--- src/hw/rtl/sinusoidal_position_encoding_adder_assert.svh ---
`ifndef SINUSOIDAL_POSITION_ENCODING_ADDER_ASSERT_SVH
`define SINUSOIDAL_POSITION_ENCODING_ADDER_ASSERT_SVH

// Same-cycle implication, checked on every rising edge outside reset.
`define SPEA_IMPL(lbl, ante, cons, msg) \
	lbl: assert property (@(posedge clk) disable iff (!arst_n) (ante) |-> (cons)) \
		else $error(msg);

// Next-cycle implication, checked on every rising edge outside reset.
`define SPEA_NEXT(lbl, ante, cons, msg) \
	lbl: assert property (@(posedge clk) disable iff (!arst_n) (ante) |=> (cons)) \
		else $error(msg);

`endif

--- src/hw/rtl/spea_pkg.sv ---
package spea_pkg;

	localparam int SPEA_DIM           = 512;
	localparam int SPEA_CORDIC_STAGES = 18;
	localparam int SPEA_QUEUE_DEPTH   = 4;

	localparam int VALUE_W     = 32;
	localparam int POS_W       = 16;
	localparam int FREQ_W      = 40;
	localparam int FREQ_HALF_W = 20;
	localparam int CX_W        = 34;
	localparam int ROUND_SH    = 14;
	localparam int ENC_W       = CX_W - ROUND_SH;
	localparam int EXP_TERMS   = 24;

	localparam logic [POS_W-1:0] POS_LIMIT_RESET = 16'd512;
	localparam logic [POS_W-1:0] POS_MAX         = 16'hFFFF;

	localparam logic signed [VALUE_W-1:0] VALUE_MAX = 32'sh7FFF_FFFF;
	localparam logic signed [VALUE_W-1:0] VALUE_MIN = 32'sh8000_0000;

	localparam logic [63:0] Q60_ONE    = 64'h1000_0000_0000_0000;
	localparam logic [63:0] LN2_Q60    = 64'h0B17_217F_7D1C_F79B;
	localparam logic [63:0] LN10_Q60   = 64'h24D7_6377_6AAA_2B06;
	localparam logic [63:0] INV2PI_Q60 = 64'h028B_E60D_B939_1055;

	localparam logic signed [CX_W-1:0] CORDIC_GAIN = 34'sh0_26DD_3B6A;

	typedef struct packed {
		logic signed [VALUE_W-1:0] value;
		logic                      sentence_end;
		logic                      past;
		logic                      odd;
	} spea_tag_t;

	localparam int TAG_W = $bits(spea_tag_t);

	// (a * b) >> 60, truncated to 64 bits
	function automatic logic [63:0] mul_q60(input logic [63:0] a, input logic [63:0] b);
		logic [127:0] p;
		p = {64'd0, a} * {64'd0, b};
		return p[123:60];
	endfunction

	// atan(2^-k) in turns, 40 fraction bits, truncated
	function automatic logic signed [FREQ_W-1:0] atan_turns(input int k);
		logic [63:0] p;
		logic [63:0] acc;
		logic [63:0] term;
		int          j;
		if (k == 0) begin
			return FREQ_W'(64'd1 << 37);
		end
		p   = Q60_ONE >> k;
		acc = '0;
		j   = 0;
		while (p != 0) begin
			term = p / 64'(2 * j + 1);
			if (j[0]) begin
				acc = acc - term;
			end else begin
				acc = acc + term;
			end
			p = p >> (2 * k);
			j = j + 1;
		end
		return FREQ_W'(mul_q60(acc, INV2PI_Q60) >> 20);
	endfunction

endpackage

--- src/hw/rtl/spea_queue.sv ---
module spea_queue
	import spea_pkg::*;
#(
	parameter int W     = TAG_W,
	parameter int DEPTH = SPEA_QUEUE_DEPTH
) (
	input  logic         clk,
	input  logic         arst_n,
	input  logic         push,
	input  logic [W-1:0] push_data,
	input  logic         pop,
	output logic [W-1:0] head_data,
	output logic         empty,
	output logic         full
);

	localparam int PTR_W = $clog2(DEPTH);
	localparam int CNT_W = $clog2(DEPTH + 1);
	localparam logic [PTR_W-1:0] PTR_LAST = PTR_W'(DEPTH - 1);
	localparam logic [CNT_W-1:0] CNT_FULL = CNT_W'(DEPTH);

	logic [W-1:0]     mem_q [DEPTH];
	logic [PTR_W-1:0] wr_q;
	logic [PTR_W-1:0] rd_q;
	logic [CNT_W-1:0] count_q;

	assign empty     = count_q == '0;
	assign full      = count_q == CNT_FULL;
	assign head_data = mem_q[rd_q];

	always_ff @(posedge clk) begin
		if (push) begin
			mem_q[wr_q] <= push_data;
		end
	end

	always_ff @(posedge clk or negedge arst_n) begin
		if (!arst_n) begin
			wr_q    <= '0;
			rd_q    <= '0;
			count_q <= '0;
		end else begin
			if (push) begin
				wr_q <= (wr_q == PTR_LAST) ? '0 : wr_q + 1'b1;
			end
			if (pop) begin
				rd_q <= (rd_q == PTR_LAST) ? '0 : rd_q + 1'b1;
			end
			if (push && !pop) begin
				count_q <= count_q + 1'b1;
			end else if (pop && !push) begin
				count_q <= count_q - 1'b1;
			end
		end
	end

endmodule

--- config.mk ---
export PLATFORM = sky130hd
export DESIGN_NAME = spea_queue
export DESIGN_NICKNAME = d
export VERILOG_FILES = /design/src/hw/rtl/sinusoidal_position_encoding_adder_assert.svh /design/src/hw/rtl/spea_pkg.sv /design/src/hw/rtl/spea_queue.sv
export SDC_FILE = /design/constraint.sdc
export NUM_CORES = 1
export LEC_CHECK = 0
export BUFFER_PORTS_ARGS = -buffer_cell sky130_fd_sc_hd__buf_2
export CORE_UTILIZATION = 50
export CTS_CLUSTER_DIAMETER = 200
export DETAILED_ROUTE_END_ITERATION = 10
export PLACE_DENSITY = 0.69
export SLEW_MARGIN = 20
export SYNTH_ARGS = -nofsm -noshare
export SYNTH_HDL_FRONTEND = slang
export SYNTH_SLANG_ARGS = --single-unit
--- constraint.sdc ---
create_clock -name clk -period 4.3 [get_ports clk]
set_input_delay 0.43 -clock clk [delete_from_list [all_inputs] [get_ports clk]]
set_output_delay 0.43 -clock clk [all_outputs]
set_load 0.1 [all_outputs]
* Word level (Yosys, flattened, before mapping)
Memory sizes are Yosys's and may differ from the RTL's.
Index checks and enable logic that the tools add are counted.
** Word-level totals
- Bits of input ports :: 39
- Output and inout port bits :: 37
- Memories :: 1
- Word-level logic and storage cells :: 23
- RAM bits :: 140
- Flip-flop bits (word level) :: 7
** Cells by class
- Add/sub/neg operators :: 4
- Mux-type cells :: 6
- Reduce and logical (&&, ||, !) cells :: 6
- Equal/unequal tests :: 3
** Memory list
- mem_q :: depth 4, width 35, rd ports 1, clocked after memory_dff 0, wr ports 1, line spea_queue.sv:22 : logic [W-1:0] mem_q [DEPTH];
** Operators with widths (count)
- 3-bit two-way mux :: 2
- 2-bit by 1-bit adder with 2-bit output, second input constant :: 2
- 2-bit equality test, second input constant :: 2
- 2-bit two-way mux :: 2
- 3-bit by 1-bit adder with 3-bit output, second input constant :: 1
- 3-bit equality test, second input constant :: 1
- 3-bit zero test :: 1
- 3-bit by 1-bit subtractor with 3-bit output, second input constant :: 1
- 1-bit logical AND :: 2
- 1-bit zero test :: 2
- 1-bit two-way mux :: 2
- 2-bit nonzero test :: 1

* Longest topological paths before layout
Gate-level depths: netlist of run 1.
- Depth in word-level cells :: 4
- Depth in mapped cells :: 7
- Depth with buffers taken out :: 7

* Worst setup path after synthesis of run 1
OpenSTA, ideal clock, no wires.
- Path kind :: register to output
- Start :: register count_q[0]
- End :: output port full
- Arrival :: 2.653 ns
- Stages on the path, launching flop included :: 2
- Slack :: 1.217 ns
- Data required time :: 3.870 ns
- Buffers on the path :: 0
- Cells stage by stage :: dfrtp_1 > nor3b_1
** Between the ends
- Word-level cells in the longest chain between the ends :: 1
** RTL lines
- from (decl) :: line spea_queue.sv:25 : logic [CNT_W-1:0] count_q;
- from (signal assigned) :: line spea_queue.sv:50 : count_q <= count_q + 1'b1;
- from (signal assigned) :: line spea_queue.sv:52 : count_q <= count_q - 1'b1;
- 3-bit equality test :: line spea_queue.sv:28 : assign full = count_q == CNT_FULL;
- to (decl) :: line spea_queue.sv:14 : output logic full
No other way between the ends.

* Worst setup path in the final report of run 1
- Start :: register rd_q[0]
- End :: output port head_data[25]
** Between the ends
- Word-level cells in the longest chain between the ends :: 1
** RTL lines
- from (decl) :: line spea_queue.sv:24 : logic [PTR_W-1:0] rd_q;
- from (signal assigned) :: line spea_queue.sv:47 : rd_q <= (rd_q == PTR_LAST) ? '0 : rd_q + 1'b1;
- memory 4 x 35 bit
- to (decl) :: line spea_queue.sv:12 : output logic [W-1:0] head_data,
No other way between the ends.

==> report_table.html, run 1 <==
<table>
<tr><th>Metric</th><th>Value</th></tr>
<tr><th colspan="2">Place</th></tr>
<tr><td>Area after DPL</td><td>6000 sq um</td></tr>
<tr><td>Detailed placer's ending HPWL</td><td>5.04 mm</td></tr>
<tr><td>Weighted congestion reported at the end of routability-driven placement</td><td>0.678</td></tr>
<tr><td>Quantity of I/O buffers inserted on ports</td><td>75</td></tr>
<tr><th colspan="2">Global route</th></tr>
<tr><td>Wire length of the first global-routing pass</td><td>13.8 mm</td></tr>
<tr><td>Number of antenna violations at the first check in global routing</td><td>0</td></tr>
<tr><td>Total congestion overflow</td><td>0</td></tr>
<tr><td>Overall global routing resource usage</td><td>0.174</td></tr>
<tr><td>Maximum number of pins on one net before global-route repair</td><td>38</td></tr>
<tr><td>Via count of the first global-routing pass</td><td>2642</td></tr>
<tr><th colspan="2">Timing</th></tr>
<tr><td>Tightest slew margin relative to the limit</td><td>0.338</td></tr>
<tr><td>Count of final hold-check violations</td><td>0</td></tr>
<tr><td>Timing-limited maximum frequency</td><td>322 MHz</td></tr>
<tr><td>Least-Margin Pin Slew</td><td>0.993 ns</td></tr>
<tr><td>Unrepaired setup endpoints after global routing</td><td>no</td></tr>
<tr><td>Setup clock skew after layout</td><td>0.00750 ns</td></tr>
<tr><td>Min cycle time layout</td><td>3.10 ns</td></tr>
<tr><td>Post-route setup TNS</td><td>0 ns</td></tr>
<tr><td>Setup violators final</td><td>0</td></tr>
<tr><td>Fin crit share</td><td>0.721</td></tr>
<tr><td>Pins over their slew limit</td><td>0</td></tr>
<tr><th colspan="2">Synth</th></tr>
<tr><td>Most common flop cell mapped by yosys</td><td>edfxtp_1</td></tr>
<tr><td>Number of instances in the synthesized netlist</td><td>220</td></tr>
<tr><td>Number of unique standard cell types used by synthesis</td><td>19</td></tr>
<tr><td>Most common cell in the netlist</td><td>edfxtp_1</td></tr>
<tr><td>Proportion of register bits with asynchronous set or reset after synthesis</td><td>0.0476</td></tr>
<tr><td>Count of state elements after synthesis</td><td>147</td></tr>
<tr><td>Register area share after synthesis</td><td>0.793</td></tr>
<tr><td>Number of synthesis warnings</td><td>0</td></tr>
<tr><td>Proportion of netlist area held by the largest area contributor</td><td>0.761</td></tr>
<tr><td>Synthesized Nets</td><td>266</td></tr>
<tr><td>Post-synth top area cell</td><td>edfxtp_1</td></tr>
<tr><td>Largest cells by area after synthesis</td><td>edfxtp_1 76%, mux4_2 11%, mux4_1 3.3%, dfrtp_1 3.2%, ha_1 1.4%</td></tr>
<tr><td>Syn Std Cell Area</td><td>5520 sq um</td></tr>
<tr><td>Top cells by count, synth</td><td>140 x edfxtp_1, 28 x mux4_2, 7 x dfrtp_1, 7 x mux4_1, 6 x ha_1</td></tr>
<tr><td>Number of synthesized flops with an enable pin</td><td>140</td></tr>
<tr><td>Syn avg cell area</td><td>25.1 sq um</td></tr>
<tr><th colspan="2">Worst setup path</th></tr>
<tr><td>Crit end category</td><td>output port</td></tr>
<tr><td>Crit Path Category</td><td>register to output port</td></tr>
<tr><td>R2R cell count</td><td>3</td></tr>
<tr><td>CP arrival</td><td>2.67 ns</td></tr>
<tr><td>Required time of the critical path</td><td>3.87 ns</td></tr>
<tr><td>Critical path fanouts, max</td><td>25</td></tr>
<tr><td>Launching element type of the critical path</td><td>register</td></tr>
<tr><th colspan="2">Cells and area</th></tr>
<tr><td>Diode count</td><td>0</td></tr>
<tr><td>Relative area change from synthesis to final layout</td><td>19.4%</td></tr>
<tr><td>Number of nets in the finished design</td><td>354</td></tr>
<tr><td>Proportion of layout cells with a drive suffix above 1</td><td>0.436</td></tr>
<tr><td>Non-Filler Cell Area, Final</td><td>6590 sq um</td></tr>
<tr><td>Number of fillers in the final layout</td><td>755</td></tr>
<tr><th colspan="2">Route</th></tr>
<tr><td>Count of vias placed by the detailed router</td><td>2429</td></tr>
<tr><td>Aggregate routed wire length</td><td>8.82 mm</td></tr>
<tr><td>DRC violation total after the first TritonRoute iteration</td><td>148</td></tr>
<tr><td>Initial DRT Pass Iterations</td><td>4</td></tr>
<tr><td>Number of design rule violations left after detail routing</td><td>0</td></tr>
<tr><td>Post-DR vias/cell</td><td>5.27</td></tr>
<tr><td>Count of nets left with antenna violations after detail routing</td><td>0</td></tr>
<tr><td>Mean routed wirelength per cell</td><td>19.1 microns</td></tr>
<tr><th colspan="2">Clocking</th></tr>
<tr><td>Source-to-sink clock delay at the later pin of the worst-skew pair</td><td>0.52 ns</td></tr>
<tr><td>Clock buffers created by TritonCTS</td><td>17</td></tr>
<tr><td>Maximum number of buffers from clock root to sink</td><td>2</td></tr>
<tr><td>Number of sinks on the clock net</td><td>147</td></tr>
<tr><td>H-tree depth</td><td>4</td></tr>
<tr><td>Post-CTS resize count</td><td>0</td></tr>
<tr><td>TritonCTS clock tree</td><td>built</td></tr>
<tr><td>CTS clk-pin slew, worst paths</td><td>0.06 ns</td></tr>
<tr><td>Master cell of the clock root buffer</td><td>clkbuf_8</td></tr>
<tr><th colspan="2">Floorplan</th></tr>
<tr><td>Effective utilization at floorplan</td><td>0.512</td></tr>
<tr><td>I/O Pins</td><td>76</td></tr>
<tr><td>Count of standard-cell rows</td><td>38</td></tr>
<tr><td>Floorplan die height</td><td>107 microns</td></tr>
<tr><td>X dimension of the die</td><td>107 microns</td></tr>
<tr><td>Area of the core</td><td>10800 sq um</td></tr>
<tr><td>DIE AREA</td><td>11500 sq um</td></tr>
<tr><th colspan="2">Job</th></tr>
<tr><td>Max-cap violations</td><td>0</td></tr>
<tr><th colspan="2">Hold path</th></tr>
<tr><td>Worst hold stages</td><td>1</td></tr>
<tr><td>Class of the worst hold path</td><td>input port to register</td></tr>
<tr><th colspan="2">Outcome</th></tr>
<tr><td>Status</td><td>complete, no violations</td></tr>
</table>
[final timing paths]
path | from | to | slack [ns]
max | rd_q[0] | head_data[25] | 1.20
min | push_data[29] | mem_q[0][29] | 0.12
max reg2reg | wr_q[0] | mem_q[2][23] | 2.40
min reg2reg | count_q[2] | count_q[2] | 0.50
max in group asynchronous | arst_n | rd_q[0] | 3.85
min in group asynchronous | arst_n | wr_q[0] | 0.27
[layout by cell type, fill, tap and decap left out, drive strengths merged, types with 4 or more instances in the layout]
master and instances:
edfxtp 140, buf 76, mux4 35, clkbuf 18, clkinv 9, dfrtp 7
ha 6, inv 4, and2 4, bufinv 4
[registers in the layout, indices dropped and copies added (netlist names)]
name     cells
rd_q         2
mem_q      140
wr_q         2
count_q      3
[cells by family (layout without fill, tap and decap cells)]
logic type | Yosys count | count (layout) | share of synthesized area
DFF | 147 | 147 | 0.793
muxes | 38 | 38 | 0.154
buffers and inverters | 12 | 113 | 0.0193
and+or+nand+nor | 11 | 11 | 0.0102
adders and majority gates | 7 | 7 | 0.0172
xor gates and xnor gates | 3 | 3 | 0.00476
AOI/OAI and AO/OA | 2 | 2 | 0.00181
[per-stage QoR]
stage	util	setup slack, ns	hold slack, ns	cells
after detailed placement	0.556	1.67	0.276	428
after CTS	0.611	1.10	0.0954	461
final	0.611	1.20	0.125	461
after global placement	0.556	1.72	0.274	428
after global routing	0.611	1.01	0.0969	461
after floorplan	-	1.22	0.134	220
[layout make-up]
cell class	count	area (sq um)	share of cell area
flip-flops and latches	147	4380	0.665
multi-input cells	61	1040	0.158
clock buffers	18	418	0.0634
repair buffers	77	393	0.0596
well taps	140	175	0.0266
clock inverters	14	168	0.0254
inverters	4	15.0	0.00228
[layer usage]
layer | vias to the layer above | share of wire | wire (microns) | GRT usage
met4 | 0 | 0.010 | 91 | 0.0802
met1 | 1243 | 0.44 | 3870 | 0.220
li1 | 1112 | - | - | -
met3 | 10 | 0.054 | 476 | 0.0644
met5 | - | 0 | 0 | 0
met2 | 64 | 0.50 | 4390 | 0.270
[critical path, stage by stage (launching register included)]
cell	delay, ns
dfrtp_2	0.87
buf_4	0.41
mux4_2	0.55
buf_2	0.31
[timing repair]
item                                    in CTS  in global routing
hold buffers                                 1                  0
hold endpoints to repair                     7                  0
endpoints found under the setup margin       0                  0
setup buffers                                0                  0
Power of run 1 is left out: the tool's default activity adds up to more than one toggle a clock period on the data nets, which glitch-free logic cannot reach.
==> run 2: changes to the inputs <==
--- a/config.mk
+++ b/config.mk
@@ -9,7 +9,7 @@
 export CORE_UTILIZATION = 50
 export CTS_CLUSTER_DIAMETER = 200
 export DETAILED_ROUTE_END_ITERATION = 10
-export PLACE_DENSITY = 0.69
+export PLACE_DENSITY = 0.72
 export SLEW_MARGIN = 20
 export SYNTH_ARGS = -nofsm -noshare
 export SYNTH_HDL_FRONTEND = slang
==> constraint.sdc (replaced) <==
create_clock -name clk -period 2.6 [get_ports clk]
set_input_delay 0.26 -clock clk [delete_from_list [all_inputs] [get_ports clk]]
set_output_delay 0.26 -clock clk [all_outputs]
set_load 0.1 [all_outputs]
==> run 2 against run 1 <==
Against the previous run:
- sequential share of layout area down 4.4 points
- global-route usage increased by 1.7 points
- non-clock buffer count up 49
- critical path depth unchanged
- clock-buffer cell count stayed put
- worst hold slack lost 0.079 ns
- highest routed layer unchanged
==> report_table.html, run 2 (synthesis gave the netlist of run 1 again) <==
<table>
<tr><th>Metric</th><th>Value</th></tr>
<tr><th colspan="2">Global route</th></tr>
<tr><td>Number of antenna violations at the first check in global routing</td><td>0 (unchanged)</td></tr>
<tr><td>Via count of the first global-routing pass</td><td>2959 (+12%)</td></tr>
<tr><td>Overall global routing resource usage</td><td>0.191 (+0.0170)</td></tr>
<tr><td>Total congestion overflow</td><td>0 (unchanged)</td></tr>
<tr><td>Wire length of the first global-routing pass</td><td>15.5 mm (+12%)</td></tr>
<tr><td>Maximum number of pins on one net before global-route repair</td><td>36 (-5.3%)</td></tr>
<tr><th colspan="2">Route</th></tr>
<tr><td>Post-DR vias/cell</td><td>5.24 (-0.64%)</td></tr>
<tr><td>Aggregate routed wire length</td><td>9.82 mm (+11%)</td></tr>
<tr><td>Number of design rule violations left after detail routing</td><td>0 (unchanged)</td></tr>
<tr><td>DRC violation total after the first TritonRoute iteration</td><td>95 (-36%)</td></tr>
<tr><td>Mean routed wirelength per cell</td><td>19.2 microns (+0.55%)</td></tr>
<tr><td>Initial DRT Pass Iterations</td><td>4 (unchanged)</td></tr>
<tr><td>Count of nets left with antenna violations after detail routing</td><td>0 (unchanged)</td></tr>
<tr><td>Count of vias placed by the detailed router</td><td>2670 (+9.9%)</td></tr>
<tr><th colspan="2">Clocking</th></tr>
<tr><td>TritonCTS clock tree</td><td>built</td></tr>
<tr><td>H-tree depth</td><td>4 (unchanged)</td></tr>
<tr><td>Maximum number of buffers from clock root to sink</td><td>2 (unchanged)</td></tr>
<tr><td>Master cell of the clock root buffer</td><td>clkbuf_8</td></tr>
<tr><td>Number of sinks on the clock net</td><td>147 (unchanged)</td></tr>
<tr><td>Source-to-sink clock delay at the later pin of the worst-skew pair</td><td>0.51 ns (about the same)</td></tr>
<tr><td>CTS clk-pin slew, worst paths</td><td>0.06 ns (about the same)</td></tr>
<tr><td>Clock buffers created by TritonCTS</td><td>17 (unchanged)</td></tr>
<tr><th colspan="2">Timing</th></tr>
<tr><td>Post-route setup TNS</td><td>0 ns (unchanged)</td></tr>
<tr><td>Count of final hold-check violations</td><td>0 (unchanged)</td></tr>
<tr><td>Tightest slew margin relative to the limit</td><td>0.629 (+0.291)</td></tr>
<tr><td>Min cycle time layout</td><td>2.35 ns</td></tr>
<tr><td>Setup clock skew after layout</td><td>0.00828 ns (+0.000778 ns)</td></tr>
<tr><td>Fin crit share</td><td>0.904</td></tr>
<tr><td>Timing-limited maximum frequency</td><td>426 MHz</td></tr>
<tr><td>Setup violators final</td><td>0 (unchanged)</td></tr>
<tr><td>Pins over their slew limit</td><td>0 (unchanged)</td></tr>
<tr><td>Unrepaired setup endpoints after global routing</td><td>no</td></tr>
<tr><td>Least setup slack across all paths after layout</td><td>0.250 ns (-0.947 ns)</td></tr>
<tr><td>Least-Margin Pin Slew</td><td>0.557 ns (-0.436 ns)</td></tr>
<tr><th colspan="2">Outcome</th></tr>
<tr><td>Status</td><td>complete, no violations</td></tr>
<tr><th colspan="2">Place</th></tr>
<tr><td>Weighted congestion reported at the end of routability-driven placement</td><td>0.686 (+1.1%)</td></tr>
<tr><td>Worst Setup Slack post-DPL</td><td>0.427 ns (-1.24 ns)</td></tr>
<tr><td>Detailed placer's ending HPWL</td><td>5.94 mm (+18%)</td></tr>
<tr><td>Placed Cells incl. Taps</td><td>438 (+2.3%)</td></tr>
<tr><td>Quantity of I/O buffers inserted on ports</td><td>75 (unchanged)</td></tr>
<tr><th colspan="2">Cells and area</th></tr>
<tr><td>Seq. cell area</td><td>4380 sq um (about the same)</td></tr>
<tr><td>Diode count</td><td>0 (unchanged)</td></tr>
<tr><td>Number of flip-flops in the largest register</td><td>140 (unchanged)</td></tr>
<tr><td>Post-layout instance count excluding filler cells</td><td>510 (+11%)</td></tr>
<tr><td>Register name with the most flops</td><td>mem_q</td></tr>
<tr><td>Multi-input gate area in the final layout</td><td>1050 sq um (+0.96%)</td></tr>
<tr><td>Core Util, Final</td><td>0.654 (+0.0432)</td></tr>
<tr><td>Number of fillers in the final layout</td><td>737 (-2.4%)</td></tr>
<tr><td>Most common cell after layout, fill and taps aside</td><td>edfxtp_1</td></tr>
<tr><td>Relative area change from synthesis to final layout</td><td>27.8%</td></tr>
<tr><td>Largest regs</td><td>mem_q x140, count_q x3</td></tr>
<tr><td>Number of nets in the finished design</td><td>403 (+14%)</td></tr>
<tr><td>Most frequent cells in the layout</td><td>140 x edfxtp_1, 75 x buf_2, 37 x dlygate4sd3_1</td></tr>
<tr><td>Proportion of layout cells with a drive suffix above 1</td><td>0.427 (-0.00911)</td></tr>
<tr><th colspan="2">Worst setup path</th></tr>
<tr><td>Crit Path Category</td><td>register to output port</td></tr>
<tr><td>Crit path cell chain</td><td>buf_4, mux4_2, buf_2</td></tr>
<tr><td>Crit end category</td><td>output port</td></tr>
<tr><td>Cell family contributing the most delay on the critical path</td><td>buffers and inverters</td></tr>
<tr><td>Launching element type of the critical path</td><td>register</td></tr>
<tr><td>CP arrival</td><td>2.09 ns (-0.58 ns)</td></tr>
<tr><td>Required time of the critical path</td><td>2.34 ns (-1.53 ns)</td></tr>
<tr><td>Cell with the largest stage delay on the worst path</td><td>dfrtp_2</td></tr>
<tr><td>Critical path fanouts, max</td><td>15 (-40%)</td></tr>
<tr><td>WP buf/inv</td><td>2 (unchanged)</td></tr>
<tr><td>CP peak stage delay</td><td>0.60 ns (-0.27 ns)</td></tr>
<tr><th colspan="2">Floorplan</th></tr>
<tr><td>Area of the core</td><td>10800 sq um (unchanged)</td></tr>
<tr><td>I/O Pins</td><td>76 (unchanged)</td></tr>
<tr><td>Floorplan die height</td><td>107 microns (unchanged)</td></tr>
<tr><td>Count of standard-cell rows</td><td>38 (unchanged)</td></tr>
<tr><td>X dimension of the die</td><td>107 microns (unchanged)</td></tr>
<tr><td>DIE AREA</td><td>11500 sq um (unchanged)</td></tr>
<tr><td>Effective utilization at floorplan</td><td>0.512 (unchanged)</td></tr>
<tr><th colspan="2">Hold path</th></tr>
<tr><td>Class of the worst hold path</td><td>input port to register</td></tr>
<tr><th colspan="2">Job</th></tr>
<tr><td>Max-cap violations</td><td>0 (unchanged)</td></tr>
</table>
[run 2: cell count changes in the layout (fill, tap and decap cells not counted), moves of 2 or more]
cell / before / now
dlygate4sd3_1: 1 / 37
buf_4: 1 / 12
clkinvlp_4: 1 / 5
clkinv_1: 4 / 1
buf_12: 0 / 2
bufinv_16: 4 / 2
[run 2: metal layers]
metal,track usage,wire [microns]
met1,0.244,4260
met4,0.0734,119
met5,0,0
met2,0.310,5050
met3,0.0578,378
[run 2: cell type report]
cell class                      instances  share of cell area
Clock buffer                           18              0.0592
Clock inverter                         14              0.0197
Inverter                                4             0.00213
Multi-Input combinational cell         61               0.149
Sequential cell                       147               0.621
Tap cell                              140              0.0248
Timing Repair Buffer                  126               0.124
[run 2: what timing repair did]
action / 4_1_cts / 5_1_grt
endpoints found under the hold margin: 148 / 0
hold buffers: 37 / 0
endpoints found under the setup margin: 22 / 0
resized for setup: 1 / 0
buffers inserted: 3 / 0
[run 2: metrics by stage]
stage	cell area, sq um	hold WS (ns)
finish	7060	0.0455
floorplan	5530	-0.0356
global placement	6090	0.0967
detailed placement	6090	0.106
global route	7060	0.0277
CTS	7060	0.00866
[run 2: final timing paths]
| path | cells past startpoint | end | from | slack, ns |
|---|---|---|---|---|
| max in group asynchronous | 2 | rd_q[0] | arst_n | 2.29 |
| min in group asynchronous | 2 | wr_q[1] | arst_n | 0.12 |
| min | 2 | rd_q[1] | pop | 0.05 |
| max | 3 | head_data[24] | rd_q[1] | 0.25 |
| max reg2reg | 4 | mem_q[1][19] | wr_q[1] | 0.85 |
| min reg2reg | 1 | count_q[2] | count_q[2] | 0.52 |
Power of run 2 is left out for the same reason.
