$ cat src/hw/rtl/sinusoidal_position_encoding_adder_assert.svh
`ifndef SINUSOIDAL_POSITION_ENCODING_ADDER_ASSERT_SVH
`define SINUSOIDAL_POSITION_ENCODING_ADDER_ASSERT_SVH

// Same-cycle implication, checked on every rising edge outside reset.
`define SPEA_IMPL(lbl, ante, cons, msg) \
	lbl: assert property (@(posedge clk) disable iff (!arst_n) (ante) |-> (cons)) \
		else $error(msg);

// Next-cycle implication, checked on every rising edge outside reset.
`define SPEA_NEXT(lbl, ante, cons, msg) \
	lbl: assert property (@(posedge clk) disable iff (!arst_n) (ante) |=> (cons)) \
		else $error(msg);

`endif

$ cat src/hw/rtl/spea_pkg.sv
package spea_pkg;

	localparam int SPEA_DIM           = 512;
	localparam int SPEA_CORDIC_STAGES = 18;
	localparam int SPEA_QUEUE_DEPTH   = 4;

	localparam int VALUE_W     = 32;
	localparam int POS_W       = 16;
	localparam int FREQ_W      = 40;
	localparam int FREQ_HALF_W = 20;
	localparam int CX_W        = 34;
	localparam int ROUND_SH    = 14;
	localparam int ENC_W       = CX_W - ROUND_SH;
	localparam int EXP_TERMS   = 24;

	localparam logic [POS_W-1:0] POS_LIMIT_RESET = 16'd512;
	localparam logic [POS_W-1:0] POS_MAX         = 16'hFFFF;

	localparam logic signed [VALUE_W-1:0] VALUE_MAX = 32'sh7FFF_FFFF;
	localparam logic signed [VALUE_W-1:0] VALUE_MIN = 32'sh8000_0000;

	localparam logic [63:0] Q60_ONE    = 64'h1000_0000_0000_0000;
	localparam logic [63:0] LN2_Q60    = 64'h0B17_217F_7D1C_F79B;
	localparam logic [63:0] LN10_Q60   = 64'h24D7_6377_6AAA_2B06;
	localparam logic [63:0] INV2PI_Q60 = 64'h028B_E60D_B939_1055;

	localparam logic signed [CX_W-1:0] CORDIC_GAIN = 34'sh0_26DD_3B6A;

	typedef struct packed {
		logic signed [VALUE_W-1:0] value;
		logic                      sentence_end;
		logic                      past;
		logic                      odd;
	} spea_tag_t;

	localparam int TAG_W = $bits(spea_tag_t);

	// (a * b) >> 60, truncated to 64 bits
	function automatic logic [63:0] mul_q60(input logic [63:0] a, input logic [63:0] b);
		logic [127:0] p;
		p = {64'd0, a} * {64'd0, b};
		return p[123:60];
	endfunction

	// atan(2^-k) in turns, 40 fraction bits, truncated
	function automatic logic signed [FREQ_W-1:0] atan_turns(input int k);
		logic [63:0] p;
		logic [63:0] acc;
		logic [63:0] term;
		int          j;
		if (k == 0) begin
			return FREQ_W'(64'd1 << 37);
		end
		p   = Q60_ONE >> k;
		acc = '0;
		j   = 0;
		while (p != 0) begin
			term = p / 64'(2 * j + 1);
			if (j[0]) begin
				acc = acc - term;
			end else begin
				acc = acc + term;
			end
			p = p >> (2 * k);
			j = j + 1;
		end
		return FREQ_W'(mul_q60(acc, INV2PI_Q60) >> 20);
	endfunction

endpackage

$ cat src/hw/rtl/spea_front.sv
`include "sinusoidal_position_encoding_adder_assert.svh"

module spea_front
	import spea_pkg::*;
#(
	parameter int DIM = SPEA_DIM
) (
	input  logic                               clk,
	input  logic                               arst_n,
	input  logic                               cfg_valid,
	output logic                               cfg_ready,
	input  logic [POS_W-1:0]                   cfg_data,
	input  logic                               in_valid,
	output logic                               in_stall,
	input  logic signed [VALUE_W-1:0]          element_value,
	input  logic                               sentence_end,
	input  logic                               q_full,
	output logic                               push,
	output spea_tag_t                          push_tag,
	output logic [$clog2(DIM)-2:0]             push_addr,
	output logic [POS_W-1:0]                   push_pos
);

	localparam int IDX_W = $clog2(DIM);
	localparam logic [IDX_W-1:0] IDX_LAST = IDX_W'(DIM - 1);

	logic [IDX_W-1:0] idx_q;
	logic [POS_W-1:0] pos_q;
	logic [POS_W-1:0] limit_q;

	assign cfg_ready = 1'b1;
	assign in_stall  = q_full;
	assign push      = in_valid && !q_full;

	always_comb begin
		push_tag.value        = element_value;
		push_tag.sentence_end = sentence_end;
		push_tag.past         = pos_q >= limit_q;
		push_tag.odd          = idx_q[0];
		push_addr             = idx_q[IDX_W-1:1];
		push_pos              = pos_q;
	end

	always_ff @(posedge clk or negedge arst_n) begin
		if (!arst_n) begin
			limit_q <= POS_LIMIT_RESET;
			idx_q   <= '0;
			pos_q   <= '0;
		end else begin
			if (cfg_valid) begin
				limit_q <= cfg_data;
			end
			if (push) begin
				if (sentence_end) begin
					idx_q <= '0;
					pos_q <= '0;
				end else if (idx_q == IDX_LAST) begin
					idx_q <= '0;
					// hold at the top count
					if (pos_q != POS_MAX) begin
						pos_q <= pos_q + 1'b1;
					end
				end else begin
					idx_q <= idx_q + 1'b1;
				end
			end
		end
	end

	`SPEA_NEXT(a_end_clears, push && sentence_end, idx_q == '0 && pos_q == '0, "counters not cleared after sentence end")
	`SPEA_IMPL(a_idx_range, 1'b1, idx_q <= IDX_LAST, "element index out of range")
	`SPEA_NEXT(a_pos_monotone, push && !sentence_end, pos_q >= $past(pos_q), "word position went backwards")

endmodule

$ cat config.mk
export PLATFORM = sky130hd
export DESIGN_NAME = spea_front
export DESIGN_NICKNAME = d
export VERILOG_FILES = /design/src/hw/rtl/spea_pkg.sv /design/src/hw/rtl/spea_front.sv
export VERILOG_INCLUDE_DIRS = /design/src /design/src/hw/rtl
export SDC_FILE = /design/constraint.sdc
export NUM_CORES = 1
export LEC_CHECK = 0
export BUFFER_PORTS_ARGS = -buffer_cell sky130_fd_sc_hd__buf_4
export CORE_MARGIN = 4
export CORE_UTILIZATION = 43
export DETAILED_ROUTE_END_ITERATION = 8
export GPL_ROUTABILITY_DRIVEN = 0
export HOLD_SLACK_MARGIN = 0.05
export PLACE_DENSITY = 0.73
export SYNTH_ARGS = -nofsm -noshare
export SYNTH_HDL_FRONTEND = slang
export SYNTH_SLANG_ARGS = --single-unit
$ cat constraint.sdc
create_clock -name clk -period 2.5 [get_ports clk]
set_input_delay 0 -clock clk [delete_from_list [all_inputs] [get_ports clk]]
set_output_delay 0 -clock clk [all_outputs]
set_load 0.1 [all_outputs]
Word level (Yosys, flattened, before mapping)
Index checks and enable logic that the tools add are counted.
W data, S select, Z words.
{ "op_classes": {"reduce_logical": 5, "n_eq_ne": 2, "add_sub_neg": 2, "n_lt_le_gt_ge": 1, "n_mux": 5} }
{ "op_table": {"columns": ["operator", "count"], "rows": [
  ["$mux W16", 3],
  ["$mux W9", 2],
  ["$add A16 B1 Y16 const B", 1],
  ["$ge A16 B16 Y1", 1],
  ["$ne A16 B16 Y1 const B", 1],
  ["$add A9 B1 Y9 const B", 1],
  ["$eq A9 B9 Y1 const B", 1],
  ["$reduce_bool A2 Y1", 2],
  ["$reduce_and A3 Y1", 1],
  ["$logic_and A1 B1 Y1", 1],
  ["$logic_not A1 Y1", 1]
]} }
{ "totals": {"in_bits": 54, "regBits": 41, "word_cells": 18} }

Longest topological paths before layout
Gate-level depths: netlist (run 1).
{ "depth": {"word_depth": 4, "ltp_mapped": 12, "ltp_nobuf": 10} }

Worst setup path after synthesis (run 1)
OpenSTA, ideal clock, no wires.
{ "synth_timing": {"path_kind": "reg2reg", "from": "register idx_q[0]", "to": "register pos_q[2], in the netlist push_pos[2]", "stages_incl_launch_ff": 11, "required_ns": 2.431, "path_slack_ns": -0.604, "synth_period_minus_slack_ns": 3.104, "n_path_buf": 1, "arrival_ns": 3.035, "cell_sequence": "dfrtp_1 -> ha_1 -> and3_1 -> and3_1 -> and3_1 -> ha_1 -> or2_1 -> clkbuf_1 -> nand2_1 -> or4b_2 -> nand3_2"} }
{ "synth_via": {"elab_chain_cells": 3} }
{ "synth_lines": {"columns": ["element", "line", "rtl"], "rows": [
  ["start: declaration", "spea_front.sv:27", "logic [IDX_W-1:0] idx_q;"],
  ["start signal: assignment", "spea_front.sv:64", "idx_q <= idx_q + 1'b1;"],
  ["$eq A9 B9 Y1", "spea_front.sv:57", "end else if (idx_q == IDX_LAST) begin"],
  ["$reduce_bool A2 Y1 (no line)", null, null],
  ["$reduce_and A3 Y1 (no line)", null, null],
  ["end signal: assignment", "spea_front.sv:61", "pos_q <= pos_q + 1'b1;"],
  ["end: declaration", "spea_front.sv:28", "logic [POS_W-1:0] pos_q;"]
]} }
Every way passes these cells.
A chain may end at the register's enable or synchronous reset.

Worst setup path in the final report (run 1)
{ "layout_timing": {"from": "register idx_q[0]", "to": "register pos_q[9], in the netlist push_pos[9]"} }
Same word-level chain as after synthesis.

==> flow_metrics.env, run 1 <==
export IMPL_grt_pass1_wl_mm=10.2
export IMPL_antenna_found_initial=0
export IMPL_coreArea_um2=5960
export IMPL_gr_total_overflow=0
export IMPL_yosysWarnings=0
export IMPL_synthFlopType="dfrtp_1"
export IMPL_cts_tree="done"
export IMPL_die_y_um=86.8
export IMPL_vias_per_cell=5.14
export IMPL_dp_cells=397
export IMPL_final_common_cell="buf_4"
export IMPL_htree_levels=2
export IMPL_yosysTopAreaCellShare_pct=37.5
export IMPL_grt_max_degree=42
export IMPL_track_usage_pct=17.0
export IMPL_final_cell_mix="65 x buf_4, 49 x nand2_1, 49 x dlygate4sd3_1"
export IMPL_hold_depth=2
export IMPL_syn_cell_area_um2=2670
export IMPL_grt_pass1_vias=2217
export IMPL_cts_sinks=41
export IMPL_slew_headroom_pct=34.4
export IMPL_fin_crit_ps=2360
export IMPL_boundaryPins=116
export IMPL_path_max_fanout=9
export IMPL_syn2layout_area_growth_pct=32.6
export IMPL_cts_max_path_buffers=2
export IMPL_arrival_ps=2600
export IMPL_synth_edff_count=0
export IMPL_nFillCells=517
export IMPL_ys_seq_elements=41
export IMPL_syn_area_per_cell_um2=8.69
export IMPL_worstSkewPairLatency_ps=300
export IMPL_tightestPinTransition_ps=980
export IMPL_vdd_ir_drop_max_v=0.000400
export IMPL_ant_nets=0
export IMPL_hold_class="input port to flip-flop"
export IMPL_portBuffers=50
export IMPL_p_leak_uw=0.00169
export IMPL_vias=2364
export IMPL_totalWireLength_mm=6.30
export IMPL_fmax_mhz=423
export IMPL_dr_pass1_iters=4
export IMPL_slew_viol_final=0
export IMPL_cap_violations=0
export IMPL_rsz0062_at_grt="false"
export IMPL_clock_skew_ps=7.38
export IMPL_multi_input_area_um2=1240
export IMPL_clk_pin_slew_ps=80
export IMPL_post_route_period_util_pct=94.6
export IMPL_tns_ps=0
export IMPL_synth_cell_types=42
export IMPL_drive_above_1_share_pct=27.3
export IMPL_initial_core_util_pct=44.8
export IMPL_drtIter0Drc=101
export IMPL_wl_per_cell_um=13.7
export IMPL_synth_top_area_cell="dfrtp_1"
export IMPL_netlist_instances=307
export IMPL_cts_root_buffer="clkbuf_8"
export IMPL_cts_buffers_inserted=5
export IMPL_drc=0
export IMPL_row_count=28
export IMPL_dieWidth_um=86.8
export IMPL_status="completed"
export IMPL_yosysSeqAreaShare_pct=38.5
export IMPL_final_instance_count_excl_fill=460
export IMPL_ff_latch_area_um2=1050
export IMPL_worst_ep_required_time_ps=2730
export IMPL_ff2ff_path_depth=10
export IMPL_powerDensity_nw_per_um2=665
export IMPL_antenna_cells=0
export IMPL_hold_violations=0
export IMPL_finalNetCount=457
export IMPL_start_kind="flip-flop"
export IMPL_dpl_hpwl_mm=4.13
export IMPL_syn_num_nets=380
export IMPL_fin_ws_ps=135
export IMPL_critPathKind="flip-flop to flip-flop"
export IMPL_yosys_top_cells_area="dfrtp_1 38%, buf_4 11%, ha_1 8.9%, nand2_1 6.9%, o21ai_1 4.3%"
export IMPL_dieArea_um2=7530
export IMPL_cp_end_kind="flip-flop"
export IMPL_place_ws_ps=131
export IMPL_async_flop_share_pct=100
export IMPL_finalSetupViolCount=0
flip-flops by register name, indices dropped and copies added, names as in the netlist:
name and count:
push_pos 16, idx_q 9, limit_q 16
routing by layer:
metal | up-vias | global-route usage, % | share of wire [%]
li1 | 1170 | - | -
met1 | 1101 | 21.1 | 42
met2 | 82 | 28.7 | 50
met3 | 11 | 3.90 | 5.7
met4 | 0 | 6.66 | 2.0
met5 | - | 0 | 0
metrics by stage:
| step | total power [uW] | hold slack (ps) | utilization [%] | instance area [um2] |
|---|---|---|---|---|
| 2_1_floorplan | 1700 | -296 | - | 2730 |
| 3_3_place_gp | 1650 | 0.681 | 48.9 | 2920 |
| 3_5_place_dp | 1670 | 0.681 | 48.9 | 2920 |
| 4_1_cts | 2360 | 59.9 | 58.6 | 3490 |
| 5_1_grt | 2480 | 89.4 | 59.4 | 3540 |
| 6_report | 2350 | 80.0 | 59.4 | 3540 |
path summary, 6_finish.rpt:
check                                   from  slack (ps)           to
worst max-delay path                idx_q[0]         140  push_pos[9]
max in group asynchronous             arst_n        1840  push_pos[6]
worst min register to register      idx_q[4]         510     idx_q[4]
worst min-delay path            sentence_end          80  push_pos[5]
min in group asynchronous             arst_n         270     idx_q[0]
worst max register to register      idx_q[0]         140  push_pos[9]
what timing repair did:
| action | 4_1_cts | 5_1_grt |
|---|---|---|
| buffers inserted | 0 | 6 |
| gates resized for setup | 0 | 1 |
| hold endpoints to repair | 88 | 0 |
| setup endpoints to repair | 0 | 2 |
| hold buffers | 49 | 0 |
where the power goes:
| group | internal [uW] | total, uW | switching [uW] |
|---|---|---|---|
| Clock | 194 | 426 | 232 |
| Combinational | 290 | 1120 | 828 |
| Sequential | 734 | 808 | 73.6 |
| Total | 1220 | 2350 | 1130 |
layout make-up:
| cell class | instances | share of cell area (%) |
|---|---|---|
| clock buffers | 6 | 2.05 |
| clock inverters | 2 | 0.283 |
| inverters | 21 | 2.23 |
| multi-input cells | 200 | 35.2 |
| flip-flops and latches | 41 | 29.6 |
| well taps | 75 | 2.65 |
| repair buffers | 115 | 28.0 |
worst max-delay path: stages, from the launching register on:
cell and delay [ps]:
dfrtp_4 450, ha_4 140, and3_1 190, and3_1 200, and3_1 160, ha_1 150, nor2_1 60, nor2_2 140
o31ai_4 140, or4_2 570, nand3_2 90
synthesized netlist by cell type, types with 2 or more instances:
cell type / number
a21o_1: 4
a21oi_1: 13
a22o_1: 2
and3_1: 5
and4_1: 2
buf_4: 38
clkbuf_1: 5
dfrtp_1: 40
ha_1: 19
inv_1: 20
mux2i_1: 4
nand2_1: 49
nand2_2: 2
nand2b_1: 2
nand3_1: 9
nand3_2: 4
nand3b_1: 4
nand4_1: 6
nor2_1: 9
nor3_1: 9
o21ai_0: 16
o21ai_1: 23
or3_1: 2
or4_1: 2
cells by family (layout without fill, tap and decap cells):
logic type / Yosys count / in the layout / synth area share (%)
AO/OA/AOI/OAI: 62 / 62 / 13.2
adder cells (fa/ha/maj): 19 / 19 / 8.91
buffers and inverters: 66 / 144 / 15.5
flip-flops: 41 / 41 / 38.5
multiplexers: 5 / 5 / 1.92
other: 1 / 1 / 0.141
AND/OR/NAND/NOR: 113 / 113 / 21.8
Power figures use the tool's default switching activity.
==> run 2, diff against run 1 <==
--- a/config.mk
+++ b/config.mk
@@ -7,6 +7,7 @@
 export NUM_CORES = 1
 export LEC_CHECK = 0
 export BUFFER_PORTS_ARGS = -buffer_cell sky130_fd_sc_hd__buf_4
+export CORE_ASPECT_RATIO = 0.6
 export CORE_MARGIN = 4
 export CORE_UTILIZATION = 43
 export DETAILED_ROUTE_END_ITERATION = 8
==> run 2 against run 1 <==
Effect of this change:
- combinational power about the same
- setup slack improved by 14 ps
- critical path depth increased by 1
- clock power increased by 15%
- hold slack got worse by 20 ps
- non-clock buffer count decreased by 2
- sequential share of layout area decreased by 0.084 points
- sequential power about the same
- count of clock-buffer cells in the layout increased by 1
- routed wire length increased by 7.4%
- total power increased by 3.1%
- clock skew decreased by 2.2 ps
- largest power group unchanged
- highest routed layer unchanged
==> flow_metrics.env, run 2 (synthesis results as in run 1) <==
export IMPL_status="completed"
export IMPL_post_route_util_pct=61.4
export IMPL_arrival_ps=2530
export IMPL_cts_root_buffer="clkbuf_8"
export IMPL_clock_skew_ps=5.17
export IMPL_ff_latch_area_um2=1050
export IMPL_cts_max_path_buffers=2
export IMPL_rsz0062_at_grt="false"
export IMPL_dr_pass1_iters=4
export IMPL_boundaryPins=116
export IMPL_coreArea_um2=5780
export IMPL_worstSkewPairLatency_ps=290
export IMPL_path_max_fanout=10
export IMPL_crit_top_cell="and3_1"
export IMPL_finalNetCount=455
export IMPL_slowest_stage="dfrtp_4"
export IMPL_antenna_cells=0
export IMPL_fin_crit_ps=2350
export IMPL_initial_core_util_pct=46.1
export IMPL_totalWireLength_mm=6.77
export IMPL_fin_area_um2=3550
export IMPL_finalSetupViolCount=0
export IMPL_cts_sinks=41
export IMPL_gr_total_overflow=0
export IMPL_drc=0
export IMPL_fmax_mhz=425
export IMPL_antenna_found_initial=0
export IMPL_cp_cell_sequence="ha_4, and3_1, and3_1, and3_1, ha_1, or2_1, nand2_1, buf_6, nor2_1, mux2i_1, o21ai_1"
export IMPL_htree_levels=2
export IMPL_hold_violations=0
export IMPL_hold_class="input port to flip-flop"
export IMPL_cap_violations=0
export IMPL_row_count=21
export IMPL_dieArea_um2=7570
export IMPL_crit_family="simple AND/OR/NAND/NOR gates"
export IMPL_slew_viol_final=0
export IMPL_vias_per_cell=5.07
export IMPL_track_usage_pct=17.9
export IMPL_start_kind="flip-flop"
export IMPL_slowest_delay_ps=510
export IMPL_clk_pin_slew_ps=80
export IMPL_grt_pass1_wl_mm=11.0
export IMPL_dieWidth_um=110
export IMPL_critPathKind="flip-flop to flip-flop"
export IMPL_vdd_ir_drop_max_v=0.000450
export IMPL_die_y_um=69.0
export IMPL_vias=2349
export IMPL_powerDensity_nw_per_um2=683
export IMPL_syn2layout_area_growth_pct=33.0
export IMPL_final_common_cell="buf_4"
export IMPL_place_area_um2=2930
export IMPL_grt_max_degree=42
export IMPL_worst_ep_required_time_ps=2680
export IMPL_ant_nets=0
export IMPL_cp_buffers_inverters=1
export IMPL_cp_end_kind="flip-flop"
export IMPL_wl_per_cell_um=14.6
export IMPL_drtIter0Drc=127
export IMPL_p_leak_uw=0.00169
export IMPL_slew_headroom_pct=32.9
export IMPL_cts_tree="done"
export IMPL_dpl_hpwl_mm=4.33
export IMPL_drive_above_1_share_pct=27.2
export IMPL_final_cell_mix="63 x buf_4, 49 x nand2_1, 49 x dlygate4sd3_1"
export IMPL_grt_pass1_vias=2205
export IMPL_tightestPinTransition_ps=1000
export IMPL_portBuffers=50
export IMPL_post_route_period_util_pct=94.0
export IMPL_nFillCells=495
export IMPL_multi_input_area_um2=1240
export IMPL_cts_buffers_inserted=5
-- run 2: cell types whose count changed in the layout (fill, tap and decap cells not counted) --
cell	before	now
clkbuf_8	5	7
clkinv_2	2	1
clkbuf_1	1	0
buf_4	65	63
-- run 2: area by class of cell --
class / count / share of cell area, %
clock buffers: 7 / 2.72
multi-input cells: 200 / 35.1
clock inverters: 1 / 0.141
inverters: 21 / 2.22
repair buffers: 113 / 27.5
flip-flops and latches: 41 / 29.6
well taps: 80 / 2.82
-- run 2: layer usage --
layer	global-route usage [%]	vias to the layer above	part of all wire, %
met5	0	-	0
met4	3.73	0	0.72
met3	3.82	10	6.1
met2	29.0	81	48
met1	24.6	1093	45
li1	-	1165	-
-- run 2: worst register-to-register path, delay by kind of cell (launching register included) --
family          cells  cell delay [ps]
flops               1              510
simple gates        6              990
fa+ha+maj           2              360
mux                 1              150
buf+inv             1              150
compound gates      1               80
-- run 2: worst paths after layout --
check	from	end	slack, ps	cells past startpoint
max	idx_q[1]	push_pos[11]	150	11
min	cfg_valid	limit_q[9]	60	3
max reg2reg	idx_q[1]	push_pos[11]	150	11
min reg2reg	idx_q[4]	idx_q[4]	490	1
max in group asynchronous	arst_n	idx_q[0]	1880	2
min in group asynchronous	arst_n	push_pos[10]	220	2
-- run 2: stage by stage --
step	hold WS (ps)	instances	TNS, ps	power (uW)	setup WS (ps)
2_1_floorplan	-296	307	-433	1700	-61.2
3_3_place_gp	0.681	403	0	1660	195
3_5_place_dp	0.681	403	0	1680	142
4_1_cts	63.4	460	0	2430	108
5_1_grt	88.6	463	0	2540	22.6
6_report	59.6	463	0	2420	149
-- run 2: repair_timing --
action | CTS | global route
endpoints found under the setup margin | 0 | 2
endpoints found under the hold margin | 88 | 0
gates resized for setup | 0 | 1
buffers inserted | 0 | 3
hold buffers | 49 | 0
-- run 2: power breakdown --
group / internal (uW) / switching, uW
clock network: 250 / 240
registers: 734 / 75.6
logic: 289 / 836
total: 1270 / 1150
==> run 3, diff against run 2 <==
--- a/config.mk
+++ b/config.mk
@@ -7,13 +7,14 @@
 export NUM_CORES = 1
 export LEC_CHECK = 0
 export BUFFER_PORTS_ARGS = -buffer_cell sky130_fd_sc_hd__buf_4
+export CAP_MARGIN = 40
 export CORE_ASPECT_RATIO = 0.6
 export CORE_MARGIN = 4
-export CORE_UTILIZATION = 43
+export CORE_UTILIZATION = 48
 export DETAILED_ROUTE_END_ITERATION = 8
 export GPL_ROUTABILITY_DRIVEN = 0
 export HOLD_SLACK_MARGIN = 0.05
-export PLACE_DENSITY = 0.73
+export PLACE_DENSITY = 0.78
 export SYNTH_ARGS = -nofsm -noshare
 export SYNTH_HDL_FRONTEND = slang
 export SYNTH_SLANG_ARGS = --single-unit
==> constraint.sdc (replaced) <==
create_clock -name clk -period 2.7 [get_ports clk]
set_input_delay 0 -clock clk [delete_from_list [all_inputs] [get_ports clk]]
set_output_delay 0 -clock clk [all_outputs]
set_load 0.1 [all_outputs]
==> run 3 against run 2 <==
Effect of this change:
- via count rose by 6.2%
- sequential power decreased by 7.5%
- global-route usage up 2.3 points
- count of clock-buffer cells in the layout shrank 1
- register-to-register slack worse by 40 ps
==> flow_metrics.env, run 3 (synthesis results as in run 1) <==
export IMPL_rrSetupSlack_ps=110
export IMPL_comb_power_share_pct=47.9
export IMPL_status="completed"
export IMPL_powerDensity_nw_per_um2=607
export IMPL_boundaryPins=116
export IMPL_grt_pass1_vias=2262
export IMPL_track_usage_pct=20.2
export IMPL_slew_viol_final=0
export IMPL_internal_power_uw=1190
export IMPL_die_y_um=65.7
export IMPL_dr_pass1_iters=4
export IMPL_tightestPinTransition_ps=983
export IMPL_cts_max_path_buffers=2
export IMPL_finalPower_uw=2290
export IMPL_grt_pass1_wl_mm=11.0
export IMPL_start_kind="flip-flop"
export IMPL_path_max_fanout=16
export IMPL_critPathKind="flip-flop to flip-flop"
export IMPL_coreArea_um2=5200
export IMPL_cp_cell_sequence="ha_1, and3_1, and3_1, and3_1, ha_1, nor2_1, nor2_2, o31ai_4, or4_2, nand3_2"
export IMPL_dpl_hpwl_mm=4.11
export IMPL_worst_ep_required_time_ps=2950
export IMPL_grt_max_degree=42
export IMPL_cts_buffers_inserted=5
export IMPL_clock_skew_ps=13.0
export IMPL_fin_crit_ps=2590
export IMPL_drtIter0Drc=188
export IMPL_drc=0
export IMPL_rsz0062_at_grt="false"
export IMPL_syn2layout_area_growth_pct=41.2
export IMPL_slowest_stage="or4_2"
export IMPL_portBuffers=50
export IMPL_finalSetupViolCount=0
export IMPL_switching_share_pct=48.1
export IMPL_p_leak_uw=0.00181
export IMPL_ff_latch_area_um2=1040
export IMPL_arrival_ps=2840
export IMPL_final_common_cell="buf_4"
export IMPL_nFillCells=359
export IMPL_cap_violations=0
export IMPL_dieWidth_um=104
export IMPL_hold_class="input port to flip-flop"
export IMPL_slew_headroom_pct=34.2
export IMPL_row_count=20
export IMPL_post_route_util_pct=72.4
export IMPL_pwr_share_clk_pct=19.4
export IMPL_cts_sinks=41
export IMPL_gr_total_overflow=0
export IMPL_cts_root_buffer="clkbuf_8"
export IMPL_fmax_mhz=386
export IMPL_p_sw_uw=1100
export IMPL_vias=2494
export IMPL_hold_violations=0
export IMPL_clk_pin_slew_ps=90
export IMPL_final_cell_mix="56 x buf_4, 49 x nand2_1, 49 x dlygate4sd3_1"
export IMPL_vias_per_cell=5.39
export IMPL_slowest_delay_ps=600
export IMPL_crit_top_cell="and3_1"
export IMPL_vdd_ir_drop_max_v=0.000382
export IMPL_post_route_period_util_pct=95.9
export IMPL_worstSkewPairLatency_ps=310
export IMPL_htree_levels=2
export IMPL_tns_ps=0
export IMPL_dieArea_um2=6850
export IMPL_finalNetCount=469
export IMPL_multi_input_area_um2=1230
export IMPL_holdWs_ps=82.3
export IMPL_totalWireLength_mm=7.63
export IMPL_antenna_found_initial=0
export IMPL_antenna_cells=0
export IMPL_cp_end_kind="flip-flop"
export IMPL_cts_tree="done"
export IMPL_initial_core_util_pct=51.2
export IMPL_ant_nets=0
export IMPL_drive_above_1_share_pct=28.0
export IMPL_wl_per_cell_um=16.5
export IMPL_pwr_share_seq_pct=32.8
==> run 3: cell count changes in the layout (fill, tap and decap cells not counted), sizes merged <==
cell	delta
buf	+14
clkbuf	-1
clkinv	+1
==> run 3: layout make-up <==
class / instances / area share (%)
Timing Repair Buffer: 127 / 32.9
Clock inverter: 2 / 0.365
Multi-Input combinational cell: 200 / 32.7
Clock buffer: 6 / 2.19
Tap cell: 66 / 2.19
Inverter: 21 / 2.09
Sequential cell: 41 / 27.6
==> run 3: through the flow <==
stage | instances | instance area [um2] | setup slack, ps
after floorplan | 307 | 2680 | -44.1
after global placement | 385 | 2860 | 228
after detailed placement | 385 | 2860 | 122
after CTS | 442 | 3440 | 109
after global routing | 463 | 3770 | 14.1
final | 463 | 3770 | 111
==> run 3: what timing repair did <==
item                       4_1_cts  5_1_grt
hold endpoints to repair        89        0
hold buffers                    49        0
gates resized for setup          0        3
setup buffers                    0        0
setup endpoints to repair        0       11
==> run 3: final timing paths <==
check,from,to,depth (start not counted)
max,idx_q[0],push_pos[9],10
min reg2reg,idx_q[2],idx_q[2],1
max reg2reg,idx_q[0],push_pos[9],10
min,sentence_end,push_pos[12],2
min in group asynchronous,arst_n,push_pos[10],2
max in group asynchronous,arst_n,push_pos[1],2
==> run 3: power by group through the flow <==
stage | Sequential (uW) | Combinational (uW) | Clock (uW)
2_1_floorplan | 1020 | 540 | 0
3_3_place_gp | 756 | 758 | 0
3_5_place_dp | 758 | 772 | 0
4_1_cts | 746 | 1020 | 446
5_1_grt | 761 | 1150 | 478
6_report | 749 | 1090 | 444
==> run 3: per-layer routing <==
layer | vias up | GRT usage (%) | wire, um
li1 | 1199 | - | -
met5 | - | 0 | 0
met4 | 0 | 5.47 | 204
met1 | 1170 | 26.4 | 3110
met3 | 17 | 4.42 | 511
met2 | 108 | 34.5 | 3810
==> run 3: worst max-delay path: cells and delay by family (launching register included) <==
kind / cells / cell delay [ps]
AND/OR/NAND/NOR: 7 / 1500
AO/OA/AOI/OAI: 1 / 190
adder cells (fa/ha/maj): 2 / 380
flip-flops: 1 / 450
